File: src/hdl/gne_pkg.sv
`timescale 1ns / 1ps
// ----------------------------------------------------------------------------
// gne_pkg: shared types and constants of the grid neighbor expander
// Field widths, queue entry layout, state encodings and direction tables.
// ----------------------------------------------------------------------------
package gne_pkg;

    localparam int CELL_BITS     = 16;
    localparam int HVAL_BITS     = 16;
    localparam int SIDE_BITS     = 9;
    localparam int COST_BITS     = 2;
    localparam int DIR_BITS      = 3;
    localparam int MAP_DEPTH     = 65536;
    localparam int QUEUE_DEPTH   = 2;
    localparam int DIV_STEPS     = CELL_BITS;
    localparam int DIV_CNT_BITS  = $clog2(DIV_STEPS);
    localparam int CFG_ADDR_BITS = 3;
    localparam int APB_DATA_BITS = 32;

    localparam logic [DIR_BITS-1:0]     DIR_LAST      = 3'd7;
    localparam logic [DIV_CNT_BITS-1:0] DIV_CNT_LAST  = DIV_CNT_BITS'(DIV_STEPS - 1);

    typedef enum logic {
        OP_WRITE = 1'b0,
        OP_QUERY = 1'b1
    } op_t;

    typedef enum logic [1:0] {
        FRONT_IDLE,
        FRONT_DIV,
        FRONT_PUSH
    } front_state_t;

    typedef enum logic {
        REG_GRID_WIDTH  = 1'b0,
        REG_GRID_HEIGHT = 1'b1
    } reg_index_t;

    typedef struct packed {
        logic [SIDE_BITS-1:0] grid_width;
        logic [SIDE_BITS-1:0] grid_height;
    } cfg_t;

    typedef struct packed {
        op_t                  op;
        logic [CELL_BITS-1:0] cell_index;
        logic [HVAL_BITS-1:0] height_value;
        logic [SIDE_BITS-1:0] col;
        logic [CELL_BITS-1:0] row;
    } entry_t;

    // Column step per direction: E, SE, S, SW, W, NW, N, NE
    function automatic logic signed [1:0] step_dx(input logic [DIR_BITS-1:0] dir);
        logic signed [1:0] d;
        unique case (dir)
            3'd0, 3'd1, 3'd7: d = 2'sd1;
            3'd2, 3'd6:       d = 2'sd0;
            3'd3, 3'd4, 3'd5: d = -2'sd1;
        endcase
        return d;
    endfunction

    // Row step per direction, rows grow toward south
    function automatic logic signed [1:0] step_dy(input logic [DIR_BITS-1:0] dir);
        logic signed [1:0] d;
        unique case (dir)
            3'd1, 3'd2, 3'd3: d = 2'sd1;
            3'd0, 3'd4:       d = 2'sd0;
            3'd5, 3'd6, 3'd7: d = -2'sd1;
        endcase
        return d;
    endfunction

    // Straight moves cost one, diagonal moves two
    function automatic logic [COST_BITS-1:0] step_cost_of(input logic [DIR_BITS-1:0] dir);
        return dir[0] ? 2'd2 : 2'd1;
    endfunction

endpackage

File: src/hdl/gne_queue.sv
`timescale 1ns / 1ps
// ----------------------------------------------------------------------------
// gne_queue: short entry queue between front and back
// Keeps command order, so writes and queries reach the map in sequence.
// ----------------------------------------------------------------------------
module gne_queue import gne_pkg::*; (
    input  logic   clk,
    input  logic   rst_n,
    input  logic   push_valid,
    output logic   push_ready,
    input  entry_t push_entry,
    output logic   head_valid,
    output entry_t head,
    input  logic   pop
);

    localparam int PTR_BITS   = (QUEUE_DEPTH > 1) ? $clog2(QUEUE_DEPTH) : 1;
    localparam int COUNT_BITS = $clog2(QUEUE_DEPTH + 1);

    entry_t                slot_reg [QUEUE_DEPTH];
    logic [PTR_BITS-1:0]   wr_ptr_reg, wr_ptr_next;
    logic [PTR_BITS-1:0]   rd_ptr_reg, rd_ptr_next;
    logic [COUNT_BITS-1:0] count_reg, count_next;
    logic                  do_push;

    assign push_ready = (count_reg != COUNT_BITS'(QUEUE_DEPTH));
    assign head_valid = (count_reg != '0);
    assign head       = slot_reg[rd_ptr_reg];
    assign do_push    = push_valid && push_ready;

    always_comb
    begin
        wr_ptr_next = wr_ptr_reg;
        rd_ptr_next = rd_ptr_reg;
        count_next  = count_reg;
        if (do_push)
        begin
            wr_ptr_next = (wr_ptr_reg == PTR_BITS'(QUEUE_DEPTH - 1)) ? '0 : wr_ptr_reg + 1'b1;
        end
        if (pop)
        begin
            rd_ptr_next = (rd_ptr_reg == PTR_BITS'(QUEUE_DEPTH - 1)) ? '0 : rd_ptr_reg + 1'b1;
        end
        if (do_push && !pop)
        begin
            count_next = count_reg + 1'b1;
        end
        else if (pop && !do_push)
        begin
            count_next = count_reg - 1'b1;
        end
    end

    always_ff @(posedge clk or negedge rst_n)
    begin
        if (!rst_n)
        begin
            wr_ptr_reg <= '0;
            rd_ptr_reg <= '0;
            count_reg  <= '0;
        end
        else
        begin
            wr_ptr_reg <= wr_ptr_next;
            rd_ptr_reg <= rd_ptr_next;
            count_reg  <= count_next;
        end
    end

    always_ff @(posedge clk)
    begin
        if (do_push)
        begin
            slot_reg[wr_ptr_reg] <= push_entry;
        end
    end

endmodule

File: config.mk
export PLATFORM = sky130hd
export DESIGN_NAME = gne_queue
export DESIGN_NICKNAME = d
export VERILOG_FILES = /design/src/hdl/gne_pkg.sv /design/src/hdl/gne_queue.sv
export SDC_FILE = /design/constraint.sdc
export NUM_CORES = 1
export LEC_CHECK = 0
export ABC_AREA = 0
export BUFFER_PORTS_ARGS = -buffer_cell sky130_fd_sc_hd__buf_2
export CELL_PAD_IN_SITES_DETAIL_PLACEMENT = 0
export CELL_PAD_IN_SITES_GLOBAL_PLACEMENT = 2
export CORE_ASPECT_RATIO = 0.9
export CORE_MARGIN = 2
export CORE_UTILIZATION = 41
export DETAILED_ROUTE_END_ITERATION = 10
export PLACE_DENSITY = 0.85
export SETUP_SLACK_MARGIN = 0.05
export SYNTH_ARGS = -nofsm -noshare
export SYNTH_HDL_FRONTEND = slang
export SYNTH_SLANG_ARGS = --single-unit
File: constraint.sdc
create_clock -name clk -period 6.1 [get_ports clk]
set_input_delay 1.22 -clock clk [delete_from_list [all_inputs] [get_ports clk]]
set_output_delay 1.22 -clock clk [all_outputs]
set_load 0.01 [all_outputs]
### After elaboration in Yosys (flattened, before gate mapping)

Memory sizes are Yosys's and may differ from the RTL's.
Index checks and enable logic that the tools add are counted.

| word-level totals | value |
|---|---|
| memories | 1 |
| register bits after elaboration | 4 |
| bits of input ports | 62 |
| logic and storage cells | 22 |
| output and inout port bits | 60 |
| bits in writable memories | 116 |

| cells by class | value |
|---|---|
| mux-type cells | 6 |
| reductions and logical operators | 7 |
| equality and inequality tests | 1 |
| add/sub/neg operators | 4 |

Memory list:

| name | words | bits a word | read ports | clocked after Yosys merged registers in | wr ports | line | text |
|---|---|---|---|---|---|---|---|
| slot_reg | 2 | 58 | 1 | 0 | 1 | gne_queue.sv:20 | `entry_t slot_reg [QUEUE_DEPTH];` |

Operator list:

| cell | count |
|---|---|
| $mux W1 | 4 |
| $mux W2 | 2 |
| $reduce_bool A2 Y1 | 2 |
| $logic_and A1 B1 Y1 | 3 |
| $add A1 B1 Y1 const B | 2 |
| $add A2 B1 Y2 const B | 1 |
| $logic_not A1 Y1 | 2 |
| $ne A2 B2 Y1 const B | 1 |
| $sub A2 B1 Y2 const B | 1 |

### Longest topological paths before layout

| depth | value |
|---|---|
| depth in word-level cells | 6 |
| depth in mapped cells | 7 |

### Worst setup path after synthesis

OpenSTA, ideal clock, no wires.

| timing path | value |
|---|---|
| kind | in2reg |
| from | in push_valid |
| to | mem slot_reg[0][0] (netlist name), enable pin |
| buffers on the path | 0 |
| data required time | 5626 ps |
| arrival | 3740 ps |
| path slack | 1886 ps |
| cell stages on the path | 2 |
| cell sequence | nand2_1 -> nor2_1 |

| between the ends | value |
|---|---|
| cells in the longest elaborated chain, start to end | 3 |

Ends and longest elaborated chain:

| what | line | text |
|---|---|---|
| start, declared | gne_queue.sv:9 | `input logic push_valid,` |
| $logic_and A1 B1 Y1 | gne_queue.sv:29 | `assign do_push = push_valid && push_ready;` |
| $mux W1 | gne_queue.sv:72 | `if (do_push)` |
| $mux W1 (not written as such) | gne_queue.sv:74 | `slot_reg[wr_ptr_reg] <= push_entry;` |
| end, declared | gne_queue.sv:20 |  |

No other way between the ends.

==> flow_summary.ini <==
[logic_synthesis]
post_synth_inst_count = 199
netlist_area_mm2 = 0.00443
yosys_warnings = 0
synthTopCellsByCount = 116 x edfxtp_1, 48 x mux2_2, 10 x mux2_4
postSynth.topFlopCell = edfxtp_1
yosysSeqAreaShare_pct = 81.0
async_flop_share_pct = 3.33
synth.avg_cell_area_um2 = 22.2
synth_largest_area_cell = edfxtp_1
synth-seq-cells = 120
synthTopCellsByArea = edfxtp_1 79%, mux2_2 12%, mux2_4 3.4%, dfrtp_1 2.3%, xor2_1 0.59%
top_cell_type_s_share_of_synthesized_area_pct = 78.7
post_synth_num_cell_types = 16
postSynthNetCount = 262
synth_enable_flop_cells = 116
post-synth-top-count-cell = edfxtp_1

[finish]
layout-drive-gt1-share_pct = 61.8
filler_cell_count = 846
final-instance-count-excl-fill = 478
multi_input_gate_area_in_the_final_layout_um2 = 786
register_area_mm2 = 0.00358
fin_nets = 398
area_growth_syn_to_layout_pct = 30.2
largest_register_ffs = 116
final_design_area_no_fill_mm2 = 0.00576

[worst_setup_path]
critical_path.endpoint = head[30]
critPathMaxStageDelay_ns = 0.83
cp-startpoint = rd_ptr_reg$_DFFE_PN0P_
worstSetupStartpointType = register
critical_path.reg2reg.startpoint = count_reg[0]$_DFFE_PN0P_
critPathKind = reg -> out
timing.critical_path.slowest_stage_cell = dfrtp_2
cp_data_required_time_ns = 4.88
setup.worst_path.end_class = output pin
rr_worst_depth = 3
rrSetupSlack_ns = 4.07
crit_path_max_fanout = 30
worst_r2r_endpoint = slot_reg[1][5]$_DFFE_PP_
arrival_ns = 2.34
timing.critical_path.cells = buf_4 > mux2_2 > buf_2

[sta]
slew_headroom_pct = 51.6
grt_setup_unrepaired = no
clock_skew_ns = 0.00756
finalHoldViolations = 0
drv_slew = 0
final.setup.tns_ns = 0
fmaxAchievable_ghz = 0.281
worst-slew-pin-transition_ns = 0.726
layout_worst_path_cycle_share_pct = 58.3
setup_violations = 0
period_minus_slack_ns = 3.56

[grt]
grt.met1_usage_pct = 16.7
grt_util_met2_pct = 21.6
antenna_violations_before_repair = 1
globalRouteTotalUtil_pct = 13.9
grt_pass1_wl_mm = 11.8
global_route.overflow_total = 0
use_met3_pct = 7.00
gr-max-usage-layer = met2
number_of_global_route_vias_before_repair = 2340
grt_max_degree = 51

[power_and_ir_drop]
peak_supply_drop_uv = 344
p_per_area_mw_per_mm2 = 509
power_leakage_nw = 2.23
finalPower_mw = 2.93

[floorplan]
floorplan.die.width_um = 114
dieHeight_um = 103
initial_utilization_pct = 42.6
core_area_mm2 = 0.0104
die_footprint_mm2 = 0.0116
std_cell_rows = 35
io_pins = 122

[routing]
totalWireLength_mm = 7.66
drtAntennaViolNets = 0
wire_per_inst_um = 16.0
drc = 0
detailedRoute.firstIterationViolations = 92
detail_route.first_pass.iterations = 4
route.detailed.vias_per_inst = 4.75
detailroute.via_count = 2272

[worst_hold_path]
hold_path_class = reg -> reg
hp-start = count_reg[1]$_DFFE_PN0P_

[place]
place_hpwl_mm = 4.98
port-buffer-count = 121
dpl.cell_count = 445
finalWeightedCongestion = 0.729
placement.cell_area_mm2 = 0.00517

[clocking]
cts-root-buf = clkbuf_16
tritoncts = yes
cts_post_setup_buffers_inserted = 0
cts.clk_slew.worst_paths_ns = 0.05
cts_made_buffers = 17
cts-root-to-sink-buffers = 2
clock_sink_count = 120
cts_htree_levels = 4
clk_lat_worst_skew_ns = 0.40
cts-resized-gates = 0
cts-hold-fix-buffers = 0

[outcome]
run_status = finished clean

[job]
drv.max_cap_violation_count = 0
-- worst min path at each step --
stage                                    end  slack, ns  cells past startpoint
floorplan           count_reg[1]$_DFFE_PN0P_       0.46                      1
global placement    count_reg[1]$_DFFE_PN0P_       0.48                      1
CTS                 count_reg[1]$_DFFE_PN0P_       0.49                      1
global route        count_reg[1]$_DFFE_PN0P_       0.52                      1
finish              count_reg[1]$_DFFE_PN0P_       0.48                      1
detailed placement  count_reg[1]$_DFFE_PN0P_       0.47                      1
-- power by group --
group | leakage (nW) | switching (mW) | internal, mW | total, mW
Sequential | 1.12 | 0.0858 | 1.13 | 1.22
Clock | 0.293 | 0.320 | 0.658 | 0.979
Combinational | 0.816 | 0.378 | 0.360 | 0.738
Total | 2.23 | 0.784 | 2.15 | 2.93
-- cell type report --
cell class	instances	share of cell area, %
flip-flops and latches	120	62.2
multi-input cells	70	13.6
repair buffers	124	10.9
clock buffers	22	8.06
well taps	129	2.80
clock inverters	10	2.21
inverters	2	0.130
diodes	1	0.0434
-- routing by layer --
layer | vias up | part of all wire, %
met5 | - | 0
li1 | 1057 | -
met1 | 1111 | 42
met2 | 96 | 48
met4 | 0 | 1.1
met3 | 8 | 9.2
-- kinds of logic (layout without fill, tap and decap cells) --
group,after synthesis,in the layout,synth area share [%]
mux,58,58,15.6
flops,120,120,81.0
other cells,0,1,0
xor+xnor,5,5,0.990
buf+inv,9,158,1.47
simple gates,6,6,0.679
fa+ha+maj,1,1,0.283
-- placed cells by master, fill, tap and decap left out --
master and n:
mux2_2 48, dfrtp_2 1, or2_2 1, and3_2 1
nand2_1 1, mux2_4 10, inv_1 2, nand2b_1 1
ha_1 1, clkbuf_16 17, clkinv_2 6, clkinvlp_4 1
nor2_4 1, buf_4 3, edfxtp_1 116, clkbuf_1 3
dfrtp_1 3, clkbuf_8 2, xnor2_1 2, xor2_1 3
buf_2 121, bufinv_16 3, diode_2 1, nor2_1 1
-- critical path: cells and delay by family (launching register included) --
| family | cells | cell delay [ns] |
|---|---|---|
| multiplexers | 1 | 0.41 |
| flip-flops | 1 | 0.83 |
| buffers and inverters | 2 | 0.65 |
-- through the flow --
step	setup WS, ns	hold slack [ns]	util [%]
6_report	2.54	0.482	55.5
5_1_grt	2.37	0.517	55.5
4_1_cts	2.46	0.491	55.5
3_5_place_dp	2.91	0.475	49.8
3_3_place_gp	2.91	0.480	49.8
2_1_floorplan	1.89	0.456	-
No activity file was read; power rests on OpenSTA's default activity.
