File: config.mk
export PLATFORM = sky130hd
export DESIGN_NAME = gne_front_flat
export DESIGN_NICKNAME = d
export VERILOG_FILES = /design/src/hdl/gne_pkg.sv /design/src/hdl/gne_if.sv /design/src/hdl/gne_front.sv /design/src/flat_wrapper.sv
export SDC_FILE = /design/constraint.sdc
export NUM_CORES = 1
export LEC_CHECK = 0
export BUFFER_PORTS_ARGS = -buffer_cell sky130_fd_sc_hd__buf_2
export CORE_ASPECT_RATIO = 1.75
export CORE_MARGIN = 2
export CORE_UTILIZATION = 30
export DETAILED_ROUTE_END_ITERATION = 8
export HOLD_SLACK_MARGIN = 0.03
export PLACE_DENSITY = 0.59
export SYNTH_ARGS = -nofsm -noshare
export SYNTH_HDL_FRONTEND = slang
export SYNTH_SLANG_ARGS = --single-unit
File: constraint.sdc
create_clock -name clk -period 3.39 [get_ports clk]
set_input_delay 0.678 -clock clk [delete_from_list [all_inputs] [get_ports clk]]
set_output_delay 0.678 -clock clk [all_outputs]
set_load 0.01 [all_outputs]
File: src/hdl/gne_pkg.sv
`timescale 1ns / 1ps
// ----------------------------------------------------------------------------
// gne_pkg: shared types and constants of the grid neighbor expander
// Field widths, queue entry layout, state encodings and direction tables.
// ----------------------------------------------------------------------------
package gne_pkg;

    localparam int CELL_BITS     = 16;
    localparam int HVAL_BITS     = 16;
    localparam int SIDE_BITS     = 9;
    localparam int COST_BITS     = 2;
    localparam int DIR_BITS      = 3;
    localparam int MAP_DEPTH     = 65536;
    localparam int QUEUE_DEPTH   = 2;
    localparam int DIV_STEPS     = CELL_BITS;
    localparam int DIV_CNT_BITS  = $clog2(DIV_STEPS);
    localparam int CFG_ADDR_BITS = 3;
    localparam int APB_DATA_BITS = 32;

    localparam logic [DIR_BITS-1:0]     DIR_LAST      = 3'd7;
    localparam logic [DIV_CNT_BITS-1:0] DIV_CNT_LAST  = DIV_CNT_BITS'(DIV_STEPS - 1);

    typedef enum logic {
        OP_WRITE = 1'b0,
        OP_QUERY = 1'b1
    } op_t;

    typedef enum logic [1:0] {
        FRONT_IDLE,
        FRONT_DIV,
        FRONT_PUSH
    } front_state_t;

    typedef enum logic {
        REG_GRID_WIDTH  = 1'b0,
        REG_GRID_HEIGHT = 1'b1
    } reg_index_t;

    typedef struct packed {
        logic [SIDE_BITS-1:0] grid_width;
        logic [SIDE_BITS-1:0] grid_height;
    } cfg_t;

    typedef struct packed {
        op_t                  op;
        logic [CELL_BITS-1:0] cell_index;
        logic [HVAL_BITS-1:0] height_value;
        logic [SIDE_BITS-1:0] col;
        logic [CELL_BITS-1:0] row;
    } entry_t;

    // Column step per direction: E, SE, S, SW, W, NW, N, NE
    function automatic logic signed [1:0] step_dx(input logic [DIR_BITS-1:0] dir);
        logic signed [1:0] d;
        unique case (dir)
            3'd0, 3'd1, 3'd7: d = 2'sd1;
            3'd2, 3'd6:       d = 2'sd0;
            3'd3, 3'd4, 3'd5: d = -2'sd1;
        endcase
        return d;
    endfunction

    // Row step per direction, rows grow toward south
    function automatic logic signed [1:0] step_dy(input logic [DIR_BITS-1:0] dir);
        logic signed [1:0] d;
        unique case (dir)
            3'd1, 3'd2, 3'd3: d = 2'sd1;
            3'd0, 3'd4:       d = 2'sd0;
            3'd5, 3'd6, 3'd7: d = -2'sd1;
        endcase
        return d;
    endfunction

    // Straight moves cost one, diagonal moves two
    function automatic logic [COST_BITS-1:0] step_cost_of(input logic [DIR_BITS-1:0] dir);
        return dir[0] ? 2'd2 : 2'd1;
    endfunction

endpackage

File: src/hdl/gne_if.sv
`timescale 1ns / 1ps
// ----------------------------------------------------------------------------
// gne_if: word channels of the grid neighbor expander
// Command channel (writes and queries) and neighbor result channel.
// ----------------------------------------------------------------------------
interface gne_cmd_if import gne_pkg::*; ();
    logic                        valid;
    logic                        ready;
    logic                        opcode;
    logic [CELL_BITS-1:0]        cell_index;
    logic signed [HVAL_BITS-1:0] height_value;

    modport source (output valid, output opcode, output cell_index, output height_value,
                    input ready);
    modport sink   (input valid, input opcode, input cell_index, input height_value,
                    output ready);
endinterface


File: src/hdl/gne_front.sv
`timescale 1ns / 1ps
// ----------------------------------------------------------------------------
// gne_front: command intake and index split
// Accepts words, splits a query index into column and row with a
// bit-serial divider (width nonzero) and pushes the classified entry into the queue.
// ----------------------------------------------------------------------------
module gne_front import gne_pkg::*; (
    input  logic          clk,
    input  logic          rst_n,
    input  cfg_t          cfg,
    gne_cmd_if.sink       cmd,
    output logic          push_valid,
    input  logic          push_ready,
    output entry_t        push_entry
);

    front_state_t             state_reg, state_next;
    op_t                      op_reg, op_next;
    logic [CELL_BITS-1:0]     index_reg, index_next;
    logic [HVAL_BITS-1:0]     hval_reg, hval_next;
    logic [SIDE_BITS-1:0]     rem_reg, rem_next;
    logic [CELL_BITS-1:0]     quo_reg, quo_next;
    logic [DIV_CNT_BITS-1:0]  cnt_reg, cnt_next;

    logic                     accept;
    logic                     need_div;
    logic [SIDE_BITS:0]       trial;
    logic                     fits;

    assign accept   = cmd.valid && cmd.ready;
    assign need_div = (op_t'(cmd.opcode) == OP_QUERY) && (cfg.grid_width != '0);

    // one restoring step: shift in the next dividend bit, subtract if it fits
    assign trial = {rem_reg, quo_reg[CELL_BITS-1]};
    assign fits  = trial >= {1'b0, cfg.grid_width};

    always_comb
    begin
        state_next = state_reg;
        unique case (state_reg)
            FRONT_IDLE:
            begin
                if (accept)
                begin
                    state_next = need_div ? FRONT_DIV : FRONT_PUSH;
                end
            end
            FRONT_DIV:
            begin
                if (cnt_reg == DIV_CNT_LAST)
                begin
                    state_next = FRONT_PUSH;
                end
            end
            FRONT_PUSH:
            begin
                if (push_ready)
                begin
                    state_next = FRONT_IDLE;
                end
            end
            default: state_next = FRONT_IDLE;
        endcase
    end

    always_comb
    begin
        cmd.ready  = (state_reg == FRONT_IDLE);
        push_valid = (state_reg == FRONT_PUSH);
    end

    always_comb
    begin
        op_next    = op_reg;
        index_next = index_reg;
        hval_next  = hval_reg;
        rem_next   = rem_reg;
        quo_next   = quo_reg;
        cnt_next   = cnt_reg;
        if (accept)
        begin
            op_next    = op_t'(cmd.opcode);
            index_next = cmd.cell_index;
            hval_next  = cmd.height_value;
            rem_next   = '0;
            quo_next   = need_div ? cmd.cell_index : '0;
            cnt_next   = '0;
        end
        else if (state_reg == FRONT_DIV)
        begin
            rem_next = fits ? SIDE_BITS'(trial - {1'b0, cfg.grid_width})
                            : trial[SIDE_BITS-1:0];
            quo_next = {quo_reg[CELL_BITS-2:0], fits};
            cnt_next = cnt_reg + 1'b1;
        end
    end

    always_comb
    begin
        push_entry.op           = op_reg;
        push_entry.cell_index   = index_reg;
        push_entry.height_value = hval_reg;
        push_entry.col          = rem_reg;
        push_entry.row          = quo_reg;
    end

    always_ff @(posedge clk or negedge rst_n)
    begin
        if (!rst_n)
        begin
            state_reg <= FRONT_IDLE;
            cnt_reg   <= '0;
        end
        else
        begin
            state_reg <= state_next;
            cnt_reg   <= cnt_next;
        end
    end

    always_ff @(posedge clk)
    begin
        op_reg    <= op_next;
        index_reg <= index_next;
        hval_reg  <= hval_next;
        rem_reg   <= rem_next;
        quo_reg   <= quo_next;
    end

endmodule

File: src/flat_wrapper.sv
// flat-port wrapper written by rule: the top's interface ports become plain ports
module gne_front_flat import gne_pkg::*;
  (clk, rst_n, cfg, push_valid, push_ready, push_entry, cmd_valid, cmd_opcode, cmd_cell_index, cmd_height_value, cmd_ready);
  gne_cmd_if cmd_i ();
  input  logic clk;
  input  logic rst_n;
  input  cfg_t cfg;
  output logic push_valid;
  input  logic push_ready;
  output entry_t push_entry;
  input wire logic [$bits(cmd_i.valid)-1:0] cmd_valid;
  input wire logic [$bits(cmd_i.opcode)-1:0] cmd_opcode;
  input wire logic [$bits(cmd_i.cell_index)-1:0] cmd_cell_index;
  input wire logic [$bits(cmd_i.height_value)-1:0] cmd_height_value;
  output wire logic [$bits(cmd_i.ready)-1:0] cmd_ready;
  assign cmd_i.valid = cmd_valid;
  assign cmd_i.opcode = cmd_opcode;
  assign cmd_i.cell_index = cmd_cell_index;
  assign cmd_i.height_value = cmd_height_value;
  assign cmd_ready = cmd_i.ready;
  gne_front u_core (.clk(clk), .rst_n(rst_n), .cfg(cfg), .cmd(cmd_i), .push_valid(push_valid), .push_ready(push_ready), .push_entry(push_entry));
endmodule
== After elaboration in Yosys (flattened, before gate mapping) ==
Cells that the tools add are included.

* Bits in registers: 64
* Output and inout port bits: 60
* Logic and storage cells: 33
* Input port bits: 55

* Multiplexer cells: 11
* Add/sub/neg operators: 2
* $lt $le $gt $ge: 1
* Equality and inequality tests: 6
* Reduce and logical (&&, ||, !) cells: 6

{| class="wikitable"
|+ Operators with widths
! cell !! count
|-
| $mux W16 || 3
|-
| $ge A10 B9 Y1 || 1
|-
| $mux W9 || 1
|-
| $reduce_bool A9 Y1 || 1
|-
| $sub A9 B9 Y9 || 1
|-
| $mux W2 || 4
|-
| $mux W4 || 2
|-
| $pmux W2 S3 || 1
|-
| $add A4 B1 Y4 const B || 1
|-
| $eq A4 B4 Y1 const B || 1
|-
| $ne A2 B1 Y1 const B || 2
|-
| $reduce_and A3 Y1 || 1
|-
| $eq A2 B1 Y1 const B || 1
|-
| $eq A2 B2 Y1 const B || 1
|-
| $logic_and A1 B1 Y1 || 2
|-
| $logic_not A2 Y1 || 1
|-
| $ne A2 B2 Y1 const B || 1
|-
| $reduce_bool A2 Y1 || 1
|}

== Longest topological paths before layout ==
Gate-level depths: netlist (run 1).

* Depth in word-level cells: 5
* Depth in mapped cells: 10
* Depth with buffers taken out: 9

== Worst setup path before layout (run 1) ==
No wires, ideal clock.

* Path type: input -> register
* From: in cfg[9] (netlist name)
* To: reg u_core.rem_reg[1]
* Arrival time: 2,472 ps
* Required time: 3,260 ps
* Path buffers: 1
* Setup time: 130 ps
* Stages on the path: 9
* Path slack: 788 ps
* Path through: ha_1 inv_1 fa_1 a211oi_2 o31ai_4 a211oi_2 buf_6 mux2i_1 o21ai_0

* Cells in the longest elaborated chain, start to end: 2
* Elaborated cells on any way between the ends: 3
* Those cells by class: 1 x add/sub; 1 x order compare; 1 x mux

{| class="wikitable"
|+ RTL lines
! item !! RTL line !! source
|-
| start, declared || flat_wrapper.sv:7 || <nowiki>input cfg_t cfg;</nowiki>
|-
| $sub A9 B9 Y9 or $ge A10 B9 Y1 (tied branches) || gne_front.sv:91, gne_front.sv:35 ||
|-
| $mux W9 (*) || gne_front.sv:91 || <nowiki>rem_next = fits ? SIDE_BITS'(trial - {1'b0, cfg.grid_width})</nowiki>
|-
| end signal, assigned || gne_front.sv:126 || <nowiki>rem_reg <= rem_next;</nowiki>
|-
| end, declared || gne_front.sv:21 || <nowiki>logic [SIDE_BITS-1:0] rem_reg, rem_next;</nowiki>
|}

Every way passes the cells marked *; elsewhere a longest branch is shown, timed or not.
A chain may end at the register's enable or synchronous reset.

== Worst setup path after layout (run 1) ==
* From: reg u_core.quo_reg[15]
* To: reg u_core.rem_reg[1]

* Cells in the longest elaborated chain, start to end: 2
* Elaborated cells on any way between the ends: 3
* Those cells by class: 1 x add/sub; 1 x order compare; 1 x mux

{| class="wikitable"
|+ RTL lines
! item !! RTL line !! source
|-
| start, declared || gne_front.sv:22 || <nowiki>logic [CELL_BITS-1:0] quo_reg, quo_next;</nowiki>
|-
| start signal, assigned || gne_front.sv:127 || <nowiki>quo_reg <= quo_next;</nowiki>
|-
| $sub A9 B9 Y9 or $ge A10 B9 Y1 (tied branches) || gne_front.sv:91, gne_front.sv:35 ||
|-
| $mux W9 (*) || gne_front.sv:91 ||
|}

Marks and branches as above.

==> results of run 1 <==
-- layout by cell type, fill, tap and decap left out, types with 2 or more instances in the layout --
cell type / count
buf_2: 105
edfxtp_1: 49
a22o_1: 16
inv_1: 15
nand2_1: 11
o21ai_0: 11
ha_1: 10
nand3_1: 9
clkbuf_16: 9
dfxtp_1: 9
nor2_1: 6
mux2i_1: 6
dfrtp_1: 6
a21oi_1: 4
nor2b_1: 4
buf_4: 4
a21o_1: 3
a31oi_1: 3
xor2_1: 3
clkbuf_1: 3
a211oi_2: 2
nand4_1: 2
a211o_1: 2
nor3b_1: 2
and3_1: 2
o31ai_1: 2
o21bai_1: 2
clkinv_2: 2
-- layer usage --
metal | GRT usage [%] | wire length, um | up-vias
li1 | - | - | 1009
met1 | 13.67 | 2535 | 982
met2 | 23.14 | 3392 | 94
met3 | 3.151 | 403 | 15
met4 | 8.333 | 209 | 0
met5 | 0 | 0 | -
-- synthesized netlist by cell type, types with 6 or more instances --
library cell  instances
edfxtp_1             49
a22o_1               16
inv_1                15
nand2_1              11
o21ai_0              11
ha_1                 10
dfxtp_1               9
nand3_1               9
dfrtp_1               6
mux2i_1               6
nor2_1                6
-- path summary, 6_finish.rpt --
path	start	to	slack, ns	depth (start not counted)
max	u_core.quo_reg[15]	u_core.rem_reg[1]	0.80	10
min	rst_n	u_core.cnt_reg[0]	0.17	1
max reg2reg	u_core.quo_reg[15]	u_core.rem_reg[1]	0.80	10
min reg2reg	u_core.rem_reg[8]	u_core.rem_reg[8]	0.48	2
max in group asynchronous	rst_n	u_core.cnt_reg[2]	3.08	1
min in group clk	u_core.rem_reg[8]	u_core.rem_reg[8]	0.48	2
-- area by class of cell --
class | count | area, um^2 | share of cell area (%)
well taps | 120 | 150.1 | 4.034
clock buffers | 13 | 250.2 | 6.723
flip-flops and latches | 64 | 1802 | 48.40
clock inverters | 3 | 17.52 | 0.4706
repair buffers | 109 | 555.5 | 14.92
multi-input cells | 118 | 890.9 | 23.93
inverters | 15 | 56.30 | 1.513
-- cell families (layout without fill, tap and decap cells) --
group	Yosys count	after routing	synth area share, %
flip-flops	64	64	64.14
AO/OA/AOI/OAI	54	54	14.97
AND/OR/NAND/NOR	43	43	8.196
buffers and inverters	23	140	4.142
adder cells (fa/ha/maj)	11	11	5.167
multiplexers	6	6	2.138
XOR/XNOR	4	4	1.247
-- worst max-delay path, cell delays in order, from the launching register on --
cell and delay (ns):
edfxtp_1 0.41, inv_1 0.12, ha_1 0.18, inv_1 0.07, fa_1 0.41, a211oi_2 0.39
o31ai_4 0.14, a211oi_2 0.23, buf_4 0.23, mux2i_1 0.19, o21ai_0 0.08
-- metrics by stage --
step / hold slack (ns) / util (%) / total power, uW / area (um^2)
3_3_place_gp: 0.4713 / 37.99 / 2584 / 3455
3_5_place_dp: 0.4824 / 37.99 / 2612 / 3455
4_1_cts: 0.1631 / 40.93 / 3441 / 3722
6_report: 0.1655 / 40.93 / 3397 / 3722
5_1_grt: 0.1757 / 40.93 / 3607 / 3722
2_1_floorplan: 0.3824 / - / 2159 / 2809
-- power groups by stage --
stage                     registers (uW)  clock network, uW  logic, uW
after floorplan                     1440                  0        719
after global placement              1340                  0       1240
after detailed placement            1350                  0       1260
after CTS                           1340                836       1270
after global routing                1360                870       1370
final                               1330                817       1250
==> flow_summary.toml, run 1 <==
[pwr]
p_seq_share_pct = 39.2
p_per_area_nw_per_um2 = 912.5
leakagePower_uw = 0.001668
p_sw_uw = 1172
combPwrFrac_pct = 36.7
p_int_uw = 2224
ir_worst_vdd_mv = 0.3870
pwr-share-clk_pct = 24.1
sw_frac_of_total_pct = 34.51

[worst_setup_path]
crit_required_ns = 3.58
cp.arrival_ns = 2.78
setup.worst_path.start_class = "flop"
end_kind = "flop"
critPathKind = "reg2reg"
path_max_fanout = 13

[cells_and_area]
final_nets = 383
fill_cells = 905
antenna_cells = 0
syn_to_final_growth_pct = 32.52
stdcell_count = 442
drive_gt1_share_pct = 39.44

[place]
io_buffers = 105
dp_hpwl_um = 4982
placed_cells = 426
pre_cts_ws_ns = 0.5266
gp_congestion = 0.7760

[clock_network]
cts.sinks = 64
cts_buffers = 9
cts_buffer_depth = 2
post_cts_resized = 0
cts_setup_buffers = 0
clock_latency_ns = 0.33
root_buffer = "clkbuf_16"
htree_num_levels = 3
clk_pin_slew_ns = 0.05
cts_hold_buf = 0
tritoncts = "done"

[floorplanning]
fp.dieW_um = 77.15
die_h_um = 132.0
rows = 46
ios = 115
die-area_um2 = 10180
core-area_um2 = 9094
initial_core_util_pct = 30.89

[yosys]
synth.distinct_cells = 45
seq_area_frac_synth_pct = 64.14
syn_nets = 271
syn_area_per_cell_um2 = 13.70
async_flop_share_pct = 9.375
yosysTopAreaCellShare_pct = 52.38
synth_area_leaders = "edfxtp_1 52%, dfxtp_1 6.4%, dfrtp_1 5.3%"
synth_ff_type = "edfxtp_1"
synthCells = 205
yosysTopAreaCell = "edfxtp_1"
synth-seq-cells = 64
synth_area_um2 = 2809
synth_edf_count = 49
synth_warnings = 0

[drt]
drtAntennaViolNets = 0
vias = 2100
wirelength_um = 6540
drcViolationCount = 0
drt_iter0_markers = 39
first_pass_iters = 4
avgRoutedWirePerCell_um = 14.80
vias_per_cell = 4.751

[timing]
finalCritPeriodShare_pct = 76.30
slew_headroom_pct = 53.76
grt_setup_unrepaired = "false"
hold_viol = 0
worst_pin_slew_ns = 0.6936
clock.fmax_mhz = 386.6
post-route-min-period_ns = 2.587
tns_ns = 0
setup_viol = 0
slew_viol_final = 0
fin_ws_ns = 0.8034
fin_skew_ns = 0.003010

[global_route]
track_usage_pct = 13.12
grt_pass1_wl_um = 10300
grt_pass1_vias = 2108
grt-ovfl-total = 0
grt_antenna_before_repair = 0
grt_max_degree = 36

[worst_hold_path]
worstHoldPathType = "in2async"

[outcome]
outcome = "finished clean"

[job]
max_cap_viol_count = 0
Note: power is estimated with default switching activity, not from simulation.
==> run 2, diff against run 1 <==
--- a/config.mk
+++ b/config.mk
@@ -5,13 +5,14 @@
 export SDC_FILE = /design/constraint.sdc
 export NUM_CORES = 1
 export LEC_CHECK = 0
+export ABC_AREA = 1
 export BUFFER_PORTS_ARGS = -buffer_cell sky130_fd_sc_hd__buf_2
 export CORE_ASPECT_RATIO = 1.75
 export CORE_MARGIN = 2
 export CORE_UTILIZATION = 30
 export DETAILED_ROUTE_END_ITERATION = 8
 export HOLD_SLACK_MARGIN = 0.03
-export PLACE_DENSITY = 0.59
+export PLACE_DENSITY = 0.6
 export SYNTH_ARGS = -nofsm -noshare
 export SYNTH_HDL_FRONTEND = slang
 export SYNTH_SLANG_ARGS = --single-unit
==> constraint.sdc (replaced) <==
create_clock -name clk -period 2.3 [get_ports clk]
set_input_delay 0.46 -clock clk [delete_from_list [all_inputs] [get_ports clk]]
set_output_delay 0.46 -clock clk [all_outputs]
set_load 0.01 [all_outputs]
==> run 2 against run 1 <==
Effect of this change:
- critical path depth is 2 higher
- area after synthesis is 5.9% higher
- count of clock-buffer cells in the layout is 3 lower
- clock power is 54% higher
- final cell count is 20% higher
- non-clock buffer count is 1 higher
- global-route usage is 0.64 points higher
- wire length is 8.7% higher
- worst setup slack worse by 0.54 ns
- utilization is 0.40 points lower
- via count is 14% higher
- clock skew is 0.0026 ns higher
==> flow_summary.toml, run 2 <==
[floorplanning]
rows = 48
initial_core_util_pct = 30.57
die-area_um2 = 10760
die_h_um = 135.7
core-area_um2 = 9729
fp.dieW_um = 79.27
ios = 115

[yosys]
seq_area_frac_synth_pct = 60.58
synth.distinct_cells = 34
synth.most_common_cell = "nand2_1"
synth_warnings = 0
synthCells = 287
yosysTopAreaCell = "edfxtp_1"
yosysTopAreaCellShare_pct = 49.47
synth_ff_type = "edfxtp_1"
syn_nets = 353
synth-seq-cells = 64
synth_commonest_cells = "89 x nand2_1, 49 x edfxtp_1, 29 x inv_1"
async_flop_share_pct = 9.375
synth_area_um2 = 2974
synth_area_leaders = "edfxtp_1 49%, nand2_1 11%, dfxtp_1 6.1%"
syn_area_per_cell_um2 = 10.36
synth_edf_count = 49

[worst_setup_path]
crit_required_ns = 2.37
r2r_start = "u_core.quo_reg[15]"
end_kind = "flop"
cp.arrival_ns = 2.10
timing.rr.end = "u_core.quo_reg[0]"
critPathKind = "reg2reg"
setup.worst_path.start_class = "flop"
worstRegToRegCells = 12
r2r_slack_ns = 0.27
path_max_fanout = 10

[clock_network]
tritoncts = "done"
clock_latency_ns = 0.32
cts_buffers = 9
cts_hold_buf = 1
post_cts_resized = 0
cts.sinks = 64
clk_pin_slew_ns = 0.05
htree_num_levels = 3
cts_setup_buffers = 0
cts_buffer_depth = 2
root_buffer = "clkbuf_16"

[timing]
slew_headroom_pct = 68.10
worst_pin_slew_ns = 0.4781
tns_ns = 0
slew_viol_final = 0
grt_setup_unrepaired = "false"
post-route-min-period_ns = 2.034
clock.fmax_mhz = 491.7
hold_viol = 0
fin_skew_ns = 0.005634
finalCritPeriodShare_pct = 88.42
setup_viol = 0

[global_route]
grt-ovfl-total = 0
grt_max_degree = 50
grt_antenna_before_repair = 0
grt_pass1_wl_um = 11230
track_usage_pct = 13.76
grt_pass1_vias = 2424

[pwr]
p_sw_uw = 1667
combPwrFrac_pct = 34.6
ir_worst_vdd_mv = 0.6154
p_seq_share_pct = 39.4
leakagePower_uw = 0.001879
p_per_area_nw_per_um2 = 1226
sw_frac_of_total_pct = 34.49
p_int_uw = 3167
pwr-share-clk_pct = 26.0

[cells_and_area]
final_nets = 468
drive_gt1_share_pct = 34.64
fin_util_pct = 40.54
syn_to_final_growth_pct = 32.60
layout_commonest_cell = "buf_2"
fill_cells = 981
antenna_cells = 0
most-common-layout-cells = "105 x buf_2, 89 x nand2_1, 49 x edfxtp_1"

[place]
io_buffers = 105
dp_hpwl_um = 5462
gp_congestion = 0.7894

[drt]
avgRoutedWirePerCell_um = 13.36
first_pass_iters = 4
vias = 2392
drt_iter0_markers = 109
vias_per_cell = 4.496
wirelength_um = 7109
drtAntennaViolNets = 0
drcViolationCount = 0

[worst_hold_path]
worstHoldStart = "cmd_height_value[0]"
holdPathEnd = "u_core.hval_reg[0]"
whs_path_depth = 1
worstHoldPathType = "in2reg"

[outcome]
outcome = "finished clean"

[job]
max_cap_viol_count = 0
-- run 2: layout make-up --
cell class	instances	area, um^2	share of cell area [%]
multi-input cells	185	1006	25.51
well taps	125	156.4	3.966
clock inverters	6	50.05	1.269
flip-flops and latches	64	1802	45.69
inverters	32	122.6	3.109
clock buffers	10	229.0	5.806
repair buffers	110	578.1	14.66
-- run 2: kinds of logic after synthesis --
| kind of cell | count (synthesis) | share of synthesized area, % |
|---|---|---|
| AND/OR/NAND/NOR | 143 | 22.68 |
| XOR/XNOR | 3 | 0.8836 |
| buffers and inverters | 38 | 5.595 |
| flip-flops | 64 | 60.58 |
| adder cells (fa/ha/maj) | 11 | 4.880 |
| AO/OA/AOI/OAI | 28 | 5.385 |
-- run 2: metrics by stage --
| stage | hold slack, ns | instance area (um^2) | power [uW] | worst slack (ns) | instances |
|---|---|---|---|---|---|
| after CTS | 0.2948 | 3944 | 4920 | 0.2508 | 532 |
| after detailed placement | 0.2931 | 3655 | 3623 | 0.1591 | 515 |
| after global placement | 0.2901 | 3655 | 3585 | 0.1944 | 515 |
| final | 0.3113 | 3944 | 4834 | 0.2663 | 532 |
| after floorplan | 0.1644 | 2974 | 2968 | 0.3841 | 287 |
| after global routing | 0.2971 | 3944 | 5190 | 0.1305 | 532 |
-- run 2: power by group through the flow --
| stage | Clock [uW] | Sequential, uW | Combinational, uW |
|---|---|---|---|
| global route | 1360 | 1950 | 1880 |
| CTS | 1300 | 1910 | 1700 |
| detailed placement | 0 | 1930 | 1700 |
| finish | 1260 | 1900 | 1670 |
| floorplan | 0 | 2050 | 915 |
| global placement | 0 | 1920 | 1660 |
-- run 2: routing by layer --
metal  vias to the layer above  global-route usage, %  part of all wire (%)
met5                         -                      0                     0
met3                        14                  4.667                   6.4
met4                         0                  6.513                   2.3
met1                      1101                  14.18                    40
li1                       1192                      -                     -
met2                        85                  24.58                    52
-- run 2: worst max path at each step --
stage,from,end,slack (ns),depth (start not counted)
2_1_floorplan,u_core.quo_reg[15],u_core.quo_reg[0],0.38,12
6_report,u_core.quo_reg[15],u_core.quo_reg[0],0.27,12
3_3_place_gp,cfg[9],u_core.quo_reg[0],0.19,12
4_1_cts,u_core.quo_reg[15],u_core.quo_reg[0],0.25,12
5_1_grt,u_core.quo_reg[15],u_core.quo_reg[0],0.13,12
3_5_place_dp,cfg[9],u_core.quo_reg[0],0.16,12
-- run 2: critical path, cell delays in order, from the launching register on --
cell and delay [ns]:
edfxtp_1 0.38, inv_1 0.09, ha_1 0.14, inv_1 0.06, fa_1 0.40, nand2_1 0.10
nand2_2 0.08, nand3_2 0.08, nand2_2 0.07, nand2_4 0.13, nand2_4 0.11, nand2_1 0.08
o21ai_1 0.06
==> run 3, diff against run 2 <==
--- a/config.mk
+++ b/config.mk
@@ -9,10 +9,10 @@
 export BUFFER_PORTS_ARGS = -buffer_cell sky130_fd_sc_hd__buf_2
 export CORE_ASPECT_RATIO = 1.75
 export CORE_MARGIN = 2
-export CORE_UTILIZATION = 30
+export CORE_UTILIZATION = 44
 export DETAILED_ROUTE_END_ITERATION = 8
 export HOLD_SLACK_MARGIN = 0.03
-export PLACE_DENSITY = 0.6
+export PLACE_DENSITY = 0.81
 export SYNTH_ARGS = -nofsm -noshare
 export SYNTH_HDL_FRONTEND = slang
 export SYNTH_SLANG_ARGS = --single-unit
==> run 3 against run 2 <==
Effect of this change:
- utilization grew 20 points
- clock skew down 0.0018 ns
- global-route usage is 5.5 points higher
- non-clock buffer count shrank 1
- wire length decreased by 5.9%
- sequential cell count is the same
- register-to-register slack barely moved
- via count up 0.84%
- final area is 0.16% lower
- count of clock-buffer cells in the layout shrank 1
- fmax is 0.60% higher
- sequential power about the same
- critical endpoint unchanged
- largest cell class unchanged
==> flow_summary.toml, run 3 (synthesis gave the netlist of run 2 again) <==
[pwr]
leakagePower_uw = 0.001894
p_per_area_nw_per_um2 = 1292
ir_worst_vdd_mv = 0.9616

[clock_network]
cts_buffers = 9
cts_setup_buffers = 0
cts_buffer_depth = 2
cts.sinks = 64
post_cts_resized = 0
root_buffer = "clkbuf_16"
clk_pin_slew_ns = 0.05
cts_hold_buf = 1
tritoncts = "done"
clock_latency_ns = 0.32
htree_num_levels = 3

[timing]
grt_setup_unrepaired = "false"
hold_viol = 0
worst_pin_slew_ns = 0.4763
clock.fmax_mhz = 494.7
finalCritPeriodShare_pct = 87.89
post-route-min-period_ns = 2.022
setup_viol = 0
fin_skew_ns = 0.003806
slew_viol_final = 0
slew_headroom_pct = 68.17
tns_ns = 0

[worst_setup_path]
path_max_fanout = 10
setup.worst_path.start_class = "flop"
critPathKind = "reg2reg"
end_kind = "flop"
crit_required_ns = 2.37
worstRegToRegCells = 12
cp.arrival_ns = 2.09

[outcome]
outcome = "finished clean"

[cells_and_area]
antenna_cells = 0
most-common-layout-cells = "105 x buf_2, 89 x nand2_1, 49 x edfxtp_1"
final_nets = 467
syn_to_final_growth_pct = 32.39
drive_gt1_share_pct = 35.31
fin_area_um2 = 3938
layout_commonest_cell = "buf_2"

[drt]
vias = 2412
drtAntennaViolNets = 0
avgRoutedWirePerCell_um = 13.74
wirelength_um = 6691
first_pass_iters = 4
drt_iter0_markers = 110
vias_per_cell = 4.953
drcViolationCount = 0

[place]
dp_hpwl_um = 5103
gp_congestion = 0.8274
io_buffers = 105
place_area_um2 = 3593

[global_route]
grt_max_degree = 33
grt-ovfl-total = 0
grt.met1_usage_pct = 20.98
grt_antenna_before_repair = 0
track_usage_pct = 19.27
busiest_layer = "met2"
use_met3_pct = 6.461
grt_pass1_vias = 2426
grt_pass1_wl_um = 10980
use_met2_pct = 33.93

[floorplanning]
core-area_um2 = 6539
fp.dieW_um = 66.15
die-area_um2 = 7459
rows = 39
initial_core_util_pct = 45.48
die_h_um = 112.8
ios = 115

[worst_hold_path]
whs_path_depth = 1
worstHoldPathType = "in2reg"

[job]
max_cap_viol_count = 0
-- run 3: cell types whose count changed in the layout (fill, tap and decap cells not counted), sizes merged --
| cell | previous run | this run |
|---|---|---|
| buf | 109 | 108 |
| bufinv | 1 | 3 |
| clkbuf | 10 | 9 |
| clkinv | 5 | 1 |
| clkinvlp | 0 | 2 |
-- run 3: worst paths after layout --
kind | start | end | slack, ns
setup / recovery | u_core.quo_reg[15] | u_core.quo_reg[0] | 0.28
hold / removal | cmd_height_value[0] | u_core.hval_reg[0] | 0.32
setup reg to reg | u_core.quo_reg[15] | u_core.quo_reg[0] | 0.28
hold reg to reg | u_core.rem_reg[7] | u_core.rem_reg[7] | 0.49
max in group asynchronous | rst_n | u_core.cnt_reg[0] | 1.65
min in group asynchronous | rst_n | u_core.cnt_reg[1] | 0.51
-- run 3: final cells by class --
cell class	count	area, um^2
Sequential cell	64	1802
Clock inverter	6	108.9
Multi-Input combinational cell	185	1006
Timing Repair Buffer	109	570.5
Inverter	32	122.6
Fill cell	551	2601
Clock buffer	9	225.2
Tap cell	82	102.6
-- run 3: per-stage QoR --
stage | power, uW | instances | setup slack (ns) | utilization [%] | hold slack, ns
2_1_floorplan | 2968 | 287 | 0.3841 | - | 0.1644
3_3_place_gp | 3530 | 471 | 0.2215 | 54.96 | 0.2879
3_5_place_dp | 3588 | 471 | 0.1741 | 54.96 | 0.2909
4_1_cts | 5121 | 487 | 0.2798 | 60.22 | 0.3036
5_1_grt | 5406 | 487 | 0.1293 | 60.22 | 0.3035
6_report | 5086 | 487 | 0.2784 | 60.22 | 0.3157
-- run 3: where the power goes --
| part | internal, uW | leakage (uW) | total [uW] | switching (uW) |
|---|---|---|---|---|
| combinational | 628 | 0.00112 | 1660 | 1030 |
| clock | 1050 | 0.000155 | 1510 | 464 |
| sequential | 1720 | 0.000617 | 1910 | 194 |
-- run 3: critical path, cell delays in order (launching register included) --
cell	delay (ns)
edfxtp_1	0.38
inv_1	0.10
ha_1	0.14
inv_1	0.06
fa_1	0.40
nand2_1	0.10
nand2_2	0.08
nand3_2	0.08
nand2_2	0.07
nand2_4	0.12
nand2_4	0.11
nand2_1	0.08
o21ai_1	0.06
-- run 3: metal layers --
| metal | up-vias | wire length [um] | share of wire [%] |
|---|---|---|---|
| li1 | 1194 | - | - |
| met1 | 1112 | 2489 | 37 |
| met2 | 95 | 3556 | 53 |
| met3 | 11 | 523 | 7.8 |
| met4 | 0 | 121 | 1.8 |
| met5 | - | 0 | 0 |
